==> src/rtl/core/psls_pkg.sv <==
// shared types and constants for the per-source latency statistics block
`timescale 1ns / 1ps

package psls_pkg;

    // table geometry
    localparam int MAX_SOURCES = 16;
    localparam int SRC_W       = $clog2(MAX_SOURCES);
    localparam int CFG_W       = 5;

    // record field widths
    localparam int CNT_W  = 32;
    localparam int DLY_W  = 24;
    localparam int TOT_W  = 56;
    localparam int STEP_W = $clog2(DLY_W);

    // saturation limits
    localparam logic [CNT_W-1:0] CNT_MAX = {CNT_W{1'b1}};
    localparam logic [DLY_W-1:0] DLY_MAX = {DLY_W{1'b1}};
    localparam logic [TOT_W-1:0] TOT_MAX = {TOT_W{1'b1}};

    // reset value of the active source count
    localparam logic [CFG_W-1:0] ACTIVE_RESET = CFG_W'(MAX_SOURCES);

    // request type codes
    localparam logic REQ_PRODUCED = 1'b0;
    localparam logic REQ_CONSUMED = 1'b1;

    // sequencer states
    typedef enum logic [1:0] {
        S_IDLE,
        S_UPDATE,
        S_DIVIDE,
        S_REPORT
    } t_state;

endpackage

==> src/rtl/core/per_source_latency_stats_core.sv <==
// per-source latency statistics: counters, min, max and average delay per source
`timescale 1ns / 1ps

// Keeps one record per source (produced and consumed counts, min, max, total
// and average delay) and returns the updated record for every request. A
// request passes through the update and report states for a produced event,
// a first sample, a bad index or a saturated average; its result is loaded in
// the report state. When the average has to be recomputed, the divide state
// comes between them: one shared restoring divider produces one of the 24
// quotient bits per cycle. The input side is not ready while a request is
// being worked on. The result sits in an output register, so the next
// request can be taken while it waits; a result that is still not taken
// holds that next request in its last cycle. Writing active_sources does not
// clear the tables; only reset does.
module per_source_latency_stats_core (
    input  logic                        i_clk,
    input  logic                        i_rst_n,
    // configuration
    input  logic                        i_cfg_we,
    input  logic [psls_pkg::CFG_W-1:0]  i_cfg_wdata,
    // request channel
    input  logic                        i_in_valid,
    output logic                        o_in_ready,
    input  logic                        i_req_type,
    input  logic [psls_pkg::SRC_W-1:0]  i_source_index,
    input  logic [psls_pkg::DLY_W-1:0]  i_delay_us,
    // result channel
    output logic                        o_out_valid,
    input  logic                        i_out_ready,
    output logic                        o_bad_index,
    output logic [psls_pkg::SRC_W-1:0]  o_source_out,
    output logic [psls_pkg::CNT_W-1:0]  o_produced_count,
    output logic [psls_pkg::CNT_W-1:0]  o_consumed_count,
    output logic                        o_has_sample,
    output logic [psls_pkg::DLY_W-1:0]  o_min_delay_us,
    output logic [psls_pkg::DLY_W-1:0]  o_max_delay_us,
    output logic [psls_pkg::DLY_W-1:0]  o_avg_delay_us
);
    import psls_pkg::*;

    // sequencer and request registers
    t_state             r_state, n_state;
    logic               r_type;
    logic [SRC_W-1:0]   r_src;
    logic [DLY_W-1:0]   r_delay;
    logic               r_bad, n_bad;
    logic [CFG_W-1:0]   r_active;

    // statistics tables
    logic [CNT_W-1:0]   r_prod_tab [MAX_SOURCES];
    logic [CNT_W-1:0]   r_cons_tab [MAX_SOURCES];
    logic               r_seen_tab [MAX_SOURCES];
    logic [DLY_W-1:0]   r_min_tab  [MAX_SOURCES];
    logic [DLY_W-1:0]   r_max_tab  [MAX_SOURCES];
    logic [TOT_W-1:0]   r_tot_tab  [MAX_SOURCES];
    logic [DLY_W-1:0]   r_avg_tab  [MAX_SOURCES];

    // divider registers
    logic [CNT_W-1:0]   r_rem,  n_rem;
    logic [DLY_W-1:0]   r_quo,  n_quo;
    logic [STEP_W-1:0]  r_step, n_step;

    // output register
    logic               r_out_valid, n_out_valid;
    logic               w_out_load;

    // entry write enables and values
    logic               w_prod_we, w_cons_we, w_stat_we, w_avg_we;
    logic [CNT_W-1:0]   n_prod, n_cons;
    logic [DLY_W-1:0]   n_min, n_max, n_avg;
    logic [TOT_W-1:0]   n_tot;

    // current entry and update arithmetic
    logic [CNT_W-1:0]   cur_prod, cur_cons;
    logic               cur_seen;
    logic [DLY_W-1:0]   cur_min, cur_max;
    logic [TOT_W-1:0]   cur_tot;
    logic [CNT_W-1:0]   prod_inc, cons_inc;
    logic [TOT_W:0]     tot_sum;
    logic [TOT_W-1:0]   tot_new;
    logic [CNT_W+1:0]   div_diff;
    logic               div_ge;

    // output payload registers
    logic               r_o_bad;
    logic [SRC_W-1:0]   r_o_src;
    logic [CNT_W-1:0]   r_o_prod, r_o_cons;
    logic               r_o_seen;
    logic [DLY_W-1:0]   r_o_min, r_o_max, r_o_avg;

    // read of the addressed entry
    always_comb begin
        cur_prod = r_prod_tab[r_src];
        cur_cons = r_cons_tab[r_src];
        cur_seen = r_seen_tab[r_src];
        cur_min  = r_min_tab[r_src];
        cur_max  = r_max_tab[r_src];
        cur_tot  = r_tot_tab[r_src];
    end

    // saturating increments and total update
    always_comb begin
        prod_inc = (cur_prod == CNT_MAX) ? cur_prod : cur_prod + CNT_W'(1);
        cons_inc = (cur_cons == CNT_MAX) ? cur_cons : cur_cons + CNT_W'(1);
        tot_sum  = {1'b0, cur_tot} + (TOT_W+1)'(r_delay);
        tot_new  = tot_sum[TOT_W] ? TOT_MAX : tot_sum[TOT_W-1:0];
    end

    // one restoring divider step, divisor is the stored consumed count
    always_comb begin
        div_diff = {1'b0, r_rem, r_quo[DLY_W-1]} - {2'b00, cur_cons};
        div_ge   = !div_diff[CNT_W+1];
    end

    // sequencer next state and table write controls
    always_comb begin
        n_state     = r_state;
        n_bad       = r_bad;
        n_rem       = r_rem;
        n_quo       = r_quo;
        n_step      = r_step;
        n_out_valid = r_out_valid;
        w_out_load  = 1'b0;
        w_prod_we   = 1'b0;
        w_cons_we   = 1'b0;
        w_stat_we   = 1'b0;
        w_avg_we    = 1'b0;
        n_prod      = prod_inc;
        n_cons      = cons_inc;
        n_min       = cur_min;
        n_max       = cur_max;
        n_tot       = tot_new;
        n_avg       = n_quo;

        // result taken downstream
        if (r_out_valid && i_out_ready) begin
            n_out_valid = 1'b0;
        end

        unique case (r_state)
            S_IDLE: begin
                if (i_in_valid) begin
                    n_state = S_UPDATE;
                end
            end
            S_UPDATE: begin
                n_bad   = ({1'b0, r_src} >= r_active);
                n_state = S_REPORT;
                if (!n_bad) begin
                    if (r_type == REQ_PRODUCED) begin
                        w_prod_we = 1'b1;
                    end else begin
                        w_cons_we = 1'b1;
                        w_stat_we = 1'b1;
                        w_avg_we  = 1'b1;
                        if (!cur_seen) begin
                            // first sample seeds every statistic
                            n_min = r_delay;
                            n_max = r_delay;
                            n_tot = TOT_W'(r_delay);
                            n_avg = r_delay;
                        end else begin
                            n_min = (r_delay < cur_min) ? r_delay : cur_min;
                            n_max = (r_delay > cur_max) ? r_delay : cur_max;
                            priority if (cons_inc == '0) begin
                                n_avg = '0;
                            end else if (tot_new[TOT_W-1:DLY_W] >= cons_inc) begin
                                // quotient would not fit in the average field
                                n_avg = DLY_MAX;
                            end else begin
                                // leave the average to the divider
                                w_avg_we = 1'b0;
                                n_rem    = tot_new[TOT_W-1:DLY_W];
                                n_quo    = tot_new[DLY_W-1:0];
                                n_step   = '0;
                                n_state  = S_DIVIDE;
                            end
                        end
                    end
                end
            end
            S_DIVIDE: begin
                n_rem  = div_ge ? div_diff[CNT_W-1:0] : {r_rem[CNT_W-2:0], r_quo[DLY_W-1]};
                n_quo  = {r_quo[DLY_W-2:0], div_ge};
                n_step = r_step + STEP_W'(1);
                if (r_step == STEP_W'(DLY_W - 1)) begin
                    w_avg_we = 1'b1;
                    n_avg    = n_quo;
                    n_state  = S_REPORT;
                end
            end
            S_REPORT: begin
                if (!r_out_valid || i_out_ready) begin
                    w_out_load  = 1'b1;
                    n_out_valid = 1'b1;
                    n_state     = S_IDLE;
                end
            end
            default: begin
                n_state = S_IDLE;
            end
        endcase
    end

    // state, control and table registers
    always_ff @(posedge i_clk) begin
        if (!i_rst_n) begin
            r_state     <= S_IDLE;
            r_out_valid <= 1'b0;
            r_active    <= ACTIVE_RESET;
            for (int k = 0; k < MAX_SOURCES; k++) begin
                r_prod_tab[k] <= '0;
                r_cons_tab[k] <= '0;
                r_seen_tab[k] <= 1'b0;
                r_min_tab[k]  <= '0;
                r_max_tab[k]  <= '0;
                r_tot_tab[k]  <= '0;
                r_avg_tab[k]  <= '0;
            end
        end else begin
            r_state     <= n_state;
            r_out_valid <= n_out_valid;
            if (i_cfg_we) begin
                r_active <= i_cfg_wdata;
            end
            if (w_prod_we) begin
                r_prod_tab[r_src] <= n_prod;
            end
            if (w_cons_we) begin
                r_cons_tab[r_src] <= n_cons;
            end
            if (w_stat_we) begin
                r_seen_tab[r_src] <= 1'b1;
                r_min_tab[r_src]  <= n_min;
                r_max_tab[r_src]  <= n_max;
                r_tot_tab[r_src]  <= n_tot;
            end
            if (w_avg_we) begin
                r_avg_tab[r_src] <= n_avg;
            end
        end
    end

    // request capture, divider and result payload
    always_ff @(posedge i_clk) begin
        if (r_state == S_IDLE && i_in_valid) begin
            r_type  <= i_req_type;
            r_src   <= i_source_index;
            r_delay <= i_delay_us;
        end
        r_bad  <= n_bad;
        r_rem  <= n_rem;
        r_quo  <= n_quo;
        r_step <= n_step;
        if (w_out_load) begin
            r_o_bad <= r_bad;
            r_o_src <= r_src;
            if (r_bad) begin
                r_o_prod <= '0;
                r_o_cons <= '0;
                r_o_seen <= 1'b0;
                r_o_min  <= '0;
                r_o_max  <= '0;
                r_o_avg  <= '0;
            end else begin
                r_o_prod <= cur_prod;
                r_o_cons <= cur_cons;
                r_o_seen <= cur_seen;
                r_o_min  <= cur_min;
                r_o_max  <= cur_max;
                r_o_avg  <= r_avg_tab[r_src];
            end
        end
    end

    // ports
    assign o_in_ready       = (r_state == S_IDLE);
    assign o_out_valid      = r_out_valid;
    assign o_bad_index      = r_o_bad;
    assign o_source_out     = r_o_src;
    assign o_produced_count = r_o_prod;
    assign o_consumed_count = r_o_cons;
    assign o_has_sample     = r_o_seen;
    assign o_min_delay_us   = r_o_min;
    assign o_max_delay_us   = r_o_max;
    assign o_avg_delay_us   = r_o_avg;

endmodule

==> config.mk <==
export PLATFORM = sky130hd
export DESIGN_NAME = per_source_latency_stats_core
export DESIGN_NICKNAME = d
export VERILOG_FILES = /design/src/rtl/core/psls_pkg.sv /design/src/rtl/core/per_source_latency_stats_core.sv
export SDC_FILE = /design/constraint.sdc
export NUM_CORES = 2
export LEC_CHECK = 0
export BUFFER_PORTS_ARGS = -buffer_cell sky130_fd_sc_hd__buf_2
export CELL_PAD_IN_SITES_DETAIL_PLACEMENT = 0
export CELL_PAD_IN_SITES_GLOBAL_PLACEMENT = 1
export CORE_AREA = 2 2 558 560
export DETAILED_ROUTE_END_ITERATION = 16
export DIE_AREA = 0 0 560 562
export PLACE_DENSITY_LB_ADDON = 0.05
export SLEW_MARGIN = 5
export SYNTH_ARGS = -nofsm -noshare
export SYNTH_HDL_FRONTEND = slang
export SYNTH_SLANG_ARGS = --single-unit
==> constraint.sdc <==
create_clock -name i_clk -period 28 [get_ports i_clk]
set_clock_uncertainty 0.2 [all_clocks]
set_input_delay 8.4 -clock i_clk [delete_from_list [all_inputs] [get_ports i_clk]]
set_output_delay 8.4 -clock i_clk [all_outputs]
set_load 0.02 [all_outputs]
* After elaboration in Yosys (flattened, before gate mapping)
Memory sizes are Yosys's and may differ from the RTL's. A register that Yosys moved wholly into a read port is not among the register bits. Cells that the tools add are included.
Operators by class: $lt $le $gt $ge 4, multiplexer cells 107, reduce and logical (&&, ||, !) cells 17, $add $sub $neg 5, eq/ne operators 14
Operators with widths (count):
- $mux W24 | 24
- $mux W56 | 6
- $mux W32 | 10
- $pmux W24 S2 | 2
- $reduce_or A24 Y1 | 3
- $add A32 B1 Y32 const B | 2
- $eq A32 B32 Y1 const B | 2
- $pmux W32 S2 | 1
- $reduce_or A32 Y1 | 2
- $add A56 B24 Y57 | 1
- $reduce_or A56 Y1 | 1
- $mux W4 | 13
- $mux W1 | 40
- $sub A33 B32 Y34 | 1
- $ge A32 B32 Y1 | 1
- $logic_not A32 Y1 | 1
- $mux W5 | 5
- $gt A24 B24 Y1 | 1
- $lt A24 B24 Y1 | 1
- $ne A2 B2 Y1 const B | 8
- $pmux W5 S2 | 1
- $pmux W2 S4 | 1
- $mux W2 | 3
- $reduce_and A6 Y1 | 1
- other kinds (13) | 16
Storage, ports and cells: bits in registers 217, output and inout port bits 144, memories kept 7, bits of input ports 39, bits in writable memories 3088, word-level logic and storage cells 171
Memories:
- r_tot_tab | words 16, bits a word 56, read ports 1, clocked after memory_dff 1, write ports 16, line per_source_latency_stats_core.sv:55 | logic [TOT_W-1:0] r_tot_tab [MAX_SOURCES];
- r_cons_tab | words 16, bits a word 32, read ports 1, clocked after memory_dff 1, write ports 16, line per_source_latency_stats_core.sv:51 | logic [CNT_W-1:0] r_cons_tab [MAX_SOURCES];
- r_prod_tab | words 16, bits a word 32, read ports 1, clocked after memory_dff 1, write ports 16, line per_source_latency_stats_core.sv:50 | logic [CNT_W-1:0] r_prod_tab [MAX_SOURCES];
- r_avg_tab | words 16, bits a word 24, read ports 1, clocked after memory_dff 1, write ports 16, line per_source_latency_stats_core.sv:56 | logic [DLY_W-1:0] r_avg_tab [MAX_SOURCES];
- r_max_tab | words 16, bits a word 24, read ports 1, clocked after memory_dff 1, write ports 16, line per_source_latency_stats_core.sv:54 | logic [DLY_W-1:0] r_max_tab [MAX_SOURCES];
- r_min_tab | words 16, bits a word 24, read ports 1, clocked after memory_dff 1, write ports 16, line per_source_latency_stats_core.sv:53 | logic [DLY_W-1:0] r_min_tab [MAX_SOURCES];
- +1 memories

* Longest topological paths before layout
depth after elaboration 14, mapped depth 49, depth with buffers taken out 30

* Worst setup path before layout
Ideal clock, no wire load.
path kind input -> register, start point input port i_out_ready, end point register r_o_avg[0] (netlist: o_avg_delay_us[0]), read port of r_avg_tab, enable pin, setup slack 12.396 ns, cell stages on the path 2, setup time 0.662 ns, path buffers 0, data required time 27.138 ns, arrival time 14.742 ns, cells stage by stage nor2b_1 > nor2b_1
Between the ends: word-level cells in the longest chain between the ends 3
Ends and longest elaborated chain:
- from (decl) | line per_source_latency_stats_core.sv:29 | input logic i_out_ready,
- $logic_or A1 B1 Y1 | line per_source_latency_stats_core.sv:193 | if (!r_out_valid || i_out_ready) begin
- $mux W1 | line per_source_latency_stats_core.sv:193
- $mux W1 | line per_source_latency_stats_core.sv:140 | unique case (r_state)
- net w_out_load | line per_source_latency_stats_core.sv:65 | logic w_out_load;
- to (decl) | line per_source_latency_stats_core.sv:89 | logic [DLY_W-1:0] r_o_min, r_o_max, r_o_avg;
The timed path passes the listed nets, and every way through them passes these cells. A chain may end at the register's enable or synchronous reset.

==> impl_metrics.toml <==
[pwr]
p_switching_uw = 6803
p_total_uw = 17340
vdd_ir_drop_max_mv = 0.07597
seq_power_share_pct = 34.4
swShare_pct = 39.24
comb_power_share_pct = 38.8
p_leak_uw = 0.05911
internal_power_uw = 10540
p_clk_share_pct = 26.8
power_density_nw_per_um2 = 101.8

[synthesis]
yosysUniqueCellTypes = 98
synth-compound-area-share_pct = 4.634
syn-instance-count = 10855
async_reset_ff_share_pct = 0
synthSimpleGateAreaFrac_pct = 11.05
synthXorXnorAreaFrac_pct = 0.6655
syn_nets = 11042
ys_warn_count = 0
synth_top_family_by_area = "multiplexers"
synth_ff_type = "edfxtp_1"
seq_area_frac_synth_pct = 64.89
synth_area_per_cell_um2 = 14.17
synth-edff-count = 3305
ys_ff_latch = 3333
syn_area_um2 = 153800
synthMuxAreaShare_pct = 14.31
synthAdderAreaFrac_pct = 1.214

[routing]
drc = 0
drt_first_pass_iters = 6
vias = 98701
avgViaCountPerCell = 6.499
first_iter_violations = 13276
wl_per_cell_um = 34.05
drtAntennaViolNets = 0
drt_wl_total_mm = 517.2

[clocking]
cts_num_sinks = 3333
cts_hold_buf = 0
cts.clk_slew.worst_paths_ns = 0.06
clockBufferDepth = 4
clock_latency_ns = 0.98
cts_root_buf = "clkbuf_16"
htreeDepth = 5
cts_setup_buffers = 0
cts_tree = "done"
numCtsBuffers = 364
cts_resized = 0

[place]
gp_congestion = 0.8871
post-dp-hpwl_mm = 295.8
port_buffers = 182

[sta]
setup_viol = 0
rsz0062_at_grt = "false"
tightest_slew_ns = 1.376
max_freq_mhz = 75.11
tns_ns = 0
report.final.slew_viol_count = 0
period_share_pct = 47.55
timing.slew.headroom_pct = 6.791
period_needed_ns = 13.31
hold_viol = 0

[die]
start_util_pct = 49.88
die_area_um2 = 314700
rows = 204
die_h_um = 562
die_w_um = 560
core_um2 = 308300
io_pins = 183

[critical_path]
reg2reg_depth = 29
cp-end-kind = "flip-flop"
path_common_cell = "buf_4"
critical_path.max_fanout = 95
slowest_stage = "nand2_1"
required_ns = 28.17
path_class = "flip-flop to flip-flop"
crit_path_start_kind = "flip-flop"
crit_arrival_ns = 13.48
cpPeakStageDelay_ns = 1.00

[layout]
nFillCells = 25182
layout-drive-gt1-share_pct = 19.40
synthToLayoutAreaGrowth_pct = 10.72
fin_nets = 10948

[job]
drv_cap = 0

[global_route]
grt_max_degree = 272
antenna_found_initial = 12
global_route.overflow_total = 0
grt_pass1_vias = 96739
grt_pass1_wl_mm = 730.4
grt_usage_pct = 32.57

[min_path]
min_path_cells = 2
min_path_type = "flip-flop to flip-flop"

[outcome]
outcome = "finished, final reports clean"
-- per-layer routing --
| metal | share of wire (%) | wire length, um | vias to the layer above | GRT usage [%] |
|---|---|---|---|---|
| met5 | 0.0035 | 18 | - | 0 |
| met4 | 3.6 | 18700 | 2 | 10.58 |
| met3 | 9.7 | 49990 | 916 | 5.953 |
| met2 | 47 | 241000 | 5427 | 51.20 |
| met1 | 40 | 207400 | 51747 | 46.25 |
| li1 | - | - | 40609 | - |
-- layout by cell type (no fill, tap or decap), types with 28 or more instances in the layout --
master / instances
a21o_1: 41
a21oi_1: 155
a22oi_1: 28
and2_1: 41
buf_2: 181
buf_4: 335
clkbuf_1: 82
clkbuf_16: 368
clkinv_1: 118
clkinv_2: 64
edfxtp_1: 3305
ha_1: 145
inv_1: 111
mux2_2: 43
mux2i_1: 123
mux4_1: 29
mux4_2: 863
nand2_1: 273
nand2_2: 33
nand2_4: 33
nand2b_1: 33
nand3_1: 377
nand4_1: 96
nor2_1: 2921
nor2b_1: 93
nor3_1: 56
o21ai_0: 87
o31ai_1: 385
xnor2_1: 59
xor2_1: 43
-- synthesized netlist by cell type (44+ instances only) --
| master | instances | area share [%] |
|---|---|---|
| o31ai_1 | 386 | 1.9 |
| a21oi_1 | 156 | 0.51 |
| nand3_1 | 377 | 1.2 |
| buf_2 | 85 | 0.28 |
| clkbuf_1 | 730 | 1.8 |
| nor2b_1 | 95 | 0.39 |
| mux2_2 | 44 | 0.32 |
| nand2_1 | 339 | 0.83 |
| xnor2_1 | 71 | 0.40 |
| edfxtp_1 | 3305 | 65 |
| nor2_1 | 2945 | 7.2 |
| mux4_2 | 863 | 13 |
| o21ai_0 | 89 | 0.29 |
| mux2i_1 | 132 | 0.86 |
| ha_1 | 146 | 1.2 |
| nor3_1 | 63 | 0.21 |
| xor2_1 | 44 | 0.25 |
| nand4_1 | 96 | 0.39 |
| inv_1 | 113 | 0.28 |
| buf_1 | 89 | 0.22 |
-- flip-flops by register name, summed over array words and instances, names as in the netlist, 2 cells and up, named ones only --
register,cells
r_delay,24
r_active,5
r_avg_tab,384
r_prod_tab,512
o_source_out,4
o_max_delay_us,24
r_state,2
o_min_delay_us,24
o_avg_delay_us,24
r_src,4
r_min_tab,384
r_max_tab,384
r_seen_tab,16
o_consumed_count,32
r_tot_tab,896
r_step,5
o_produced_count,32
r_cons_tab,512
r_quo,24
r_rem,32
-- worst paths after layout --
| kind | startpoint | endpoint | slack, ns |
|---|---|---|---|
| setup / recovery | flip-flop | r_avg_tab[5][19] | 14.69 |
| hold / removal | r_seen_tab[6] | r_seen_tab[6] | 0.24 |
| setup reg to reg | flip-flop | r_avg_tab[5][19] | 14.69 |
| hold reg to reg | r_seen_tab[6] | r_seen_tab[6] | 0.24 |
-- power by group through the flow --
stage	clock network (uW)	registers [uW]	logic (uW)
after floorplan	0	6060	4220
after global placement	0	6060	6600
after detailed placement	0	6070	6640
after CTS	4680	5970	6660
after global routing	4880	5990	7120
final	4640	5970	6730
-- critical path, delay by kind of cell, from the launching register on --
| family | cells | cell delay, ns |
|---|---|---|
| muxes | 1 | 0.45 |
| adders and majority gates | 1 | 0.31 |
| and+or+nand+nor | 5 | 3.62 |
| buffers and inverters | 9 | 4.07 |
| xor gates and xnor gates | 1 | 0.20 |
| AOI/OAI and AO/OA | 12 | 2.97 |
| DFF | 1 | 0.62 |
-- per-stage QoR --
stage,area (um^2),cells,hold WS (ns),setup WS [ns],utilization [%]
after floorplan,153800,10855,0.2185,12.40,-
after global routing,170300,15183,0.2652,13.89,55.23
final,170300,15187,0.2414,14.69,55.23
after global placement,158900,14514,0.2262,14.11,51.53
after detailed placement,158900,14515,0.2331,14.00,51.53
after CTS,170200,15181,0.2431,14.66,55.20
-- layout make-up --
| class | count | area (um^2) | share of cell area, % |
|---|---|---|---|
| Clock buffer | 455 | 9585 | 5.629 |
| Antenna cell | 6 | 15.01 | 0.008817 |
| Multi-Input combinational cell | 6397 | 49750 | 29.22 |
| Tap cell | 4120 | 5155 | 3.027 |
| Sequential cell | 3333 | 99820 | 58.62 |
| Clock inverter | 211 | 1740 | 1.022 |
| Timing Repair Buffer | 531 | 3712 | 2.180 |
| Inverter | 134 | 510.5 | 0.2998 |
-- kinds of logic after synthesis --
family	Yosys count
xor gates and xnor gates	116
adders and majority gates	148
muxes	1068
buffers and inverters	1125
AOI/OAI and AO/OA	963
DFF	3333
and+or+nand+nor	4102
No activity file was read; power rests on OpenSTA's default activity.
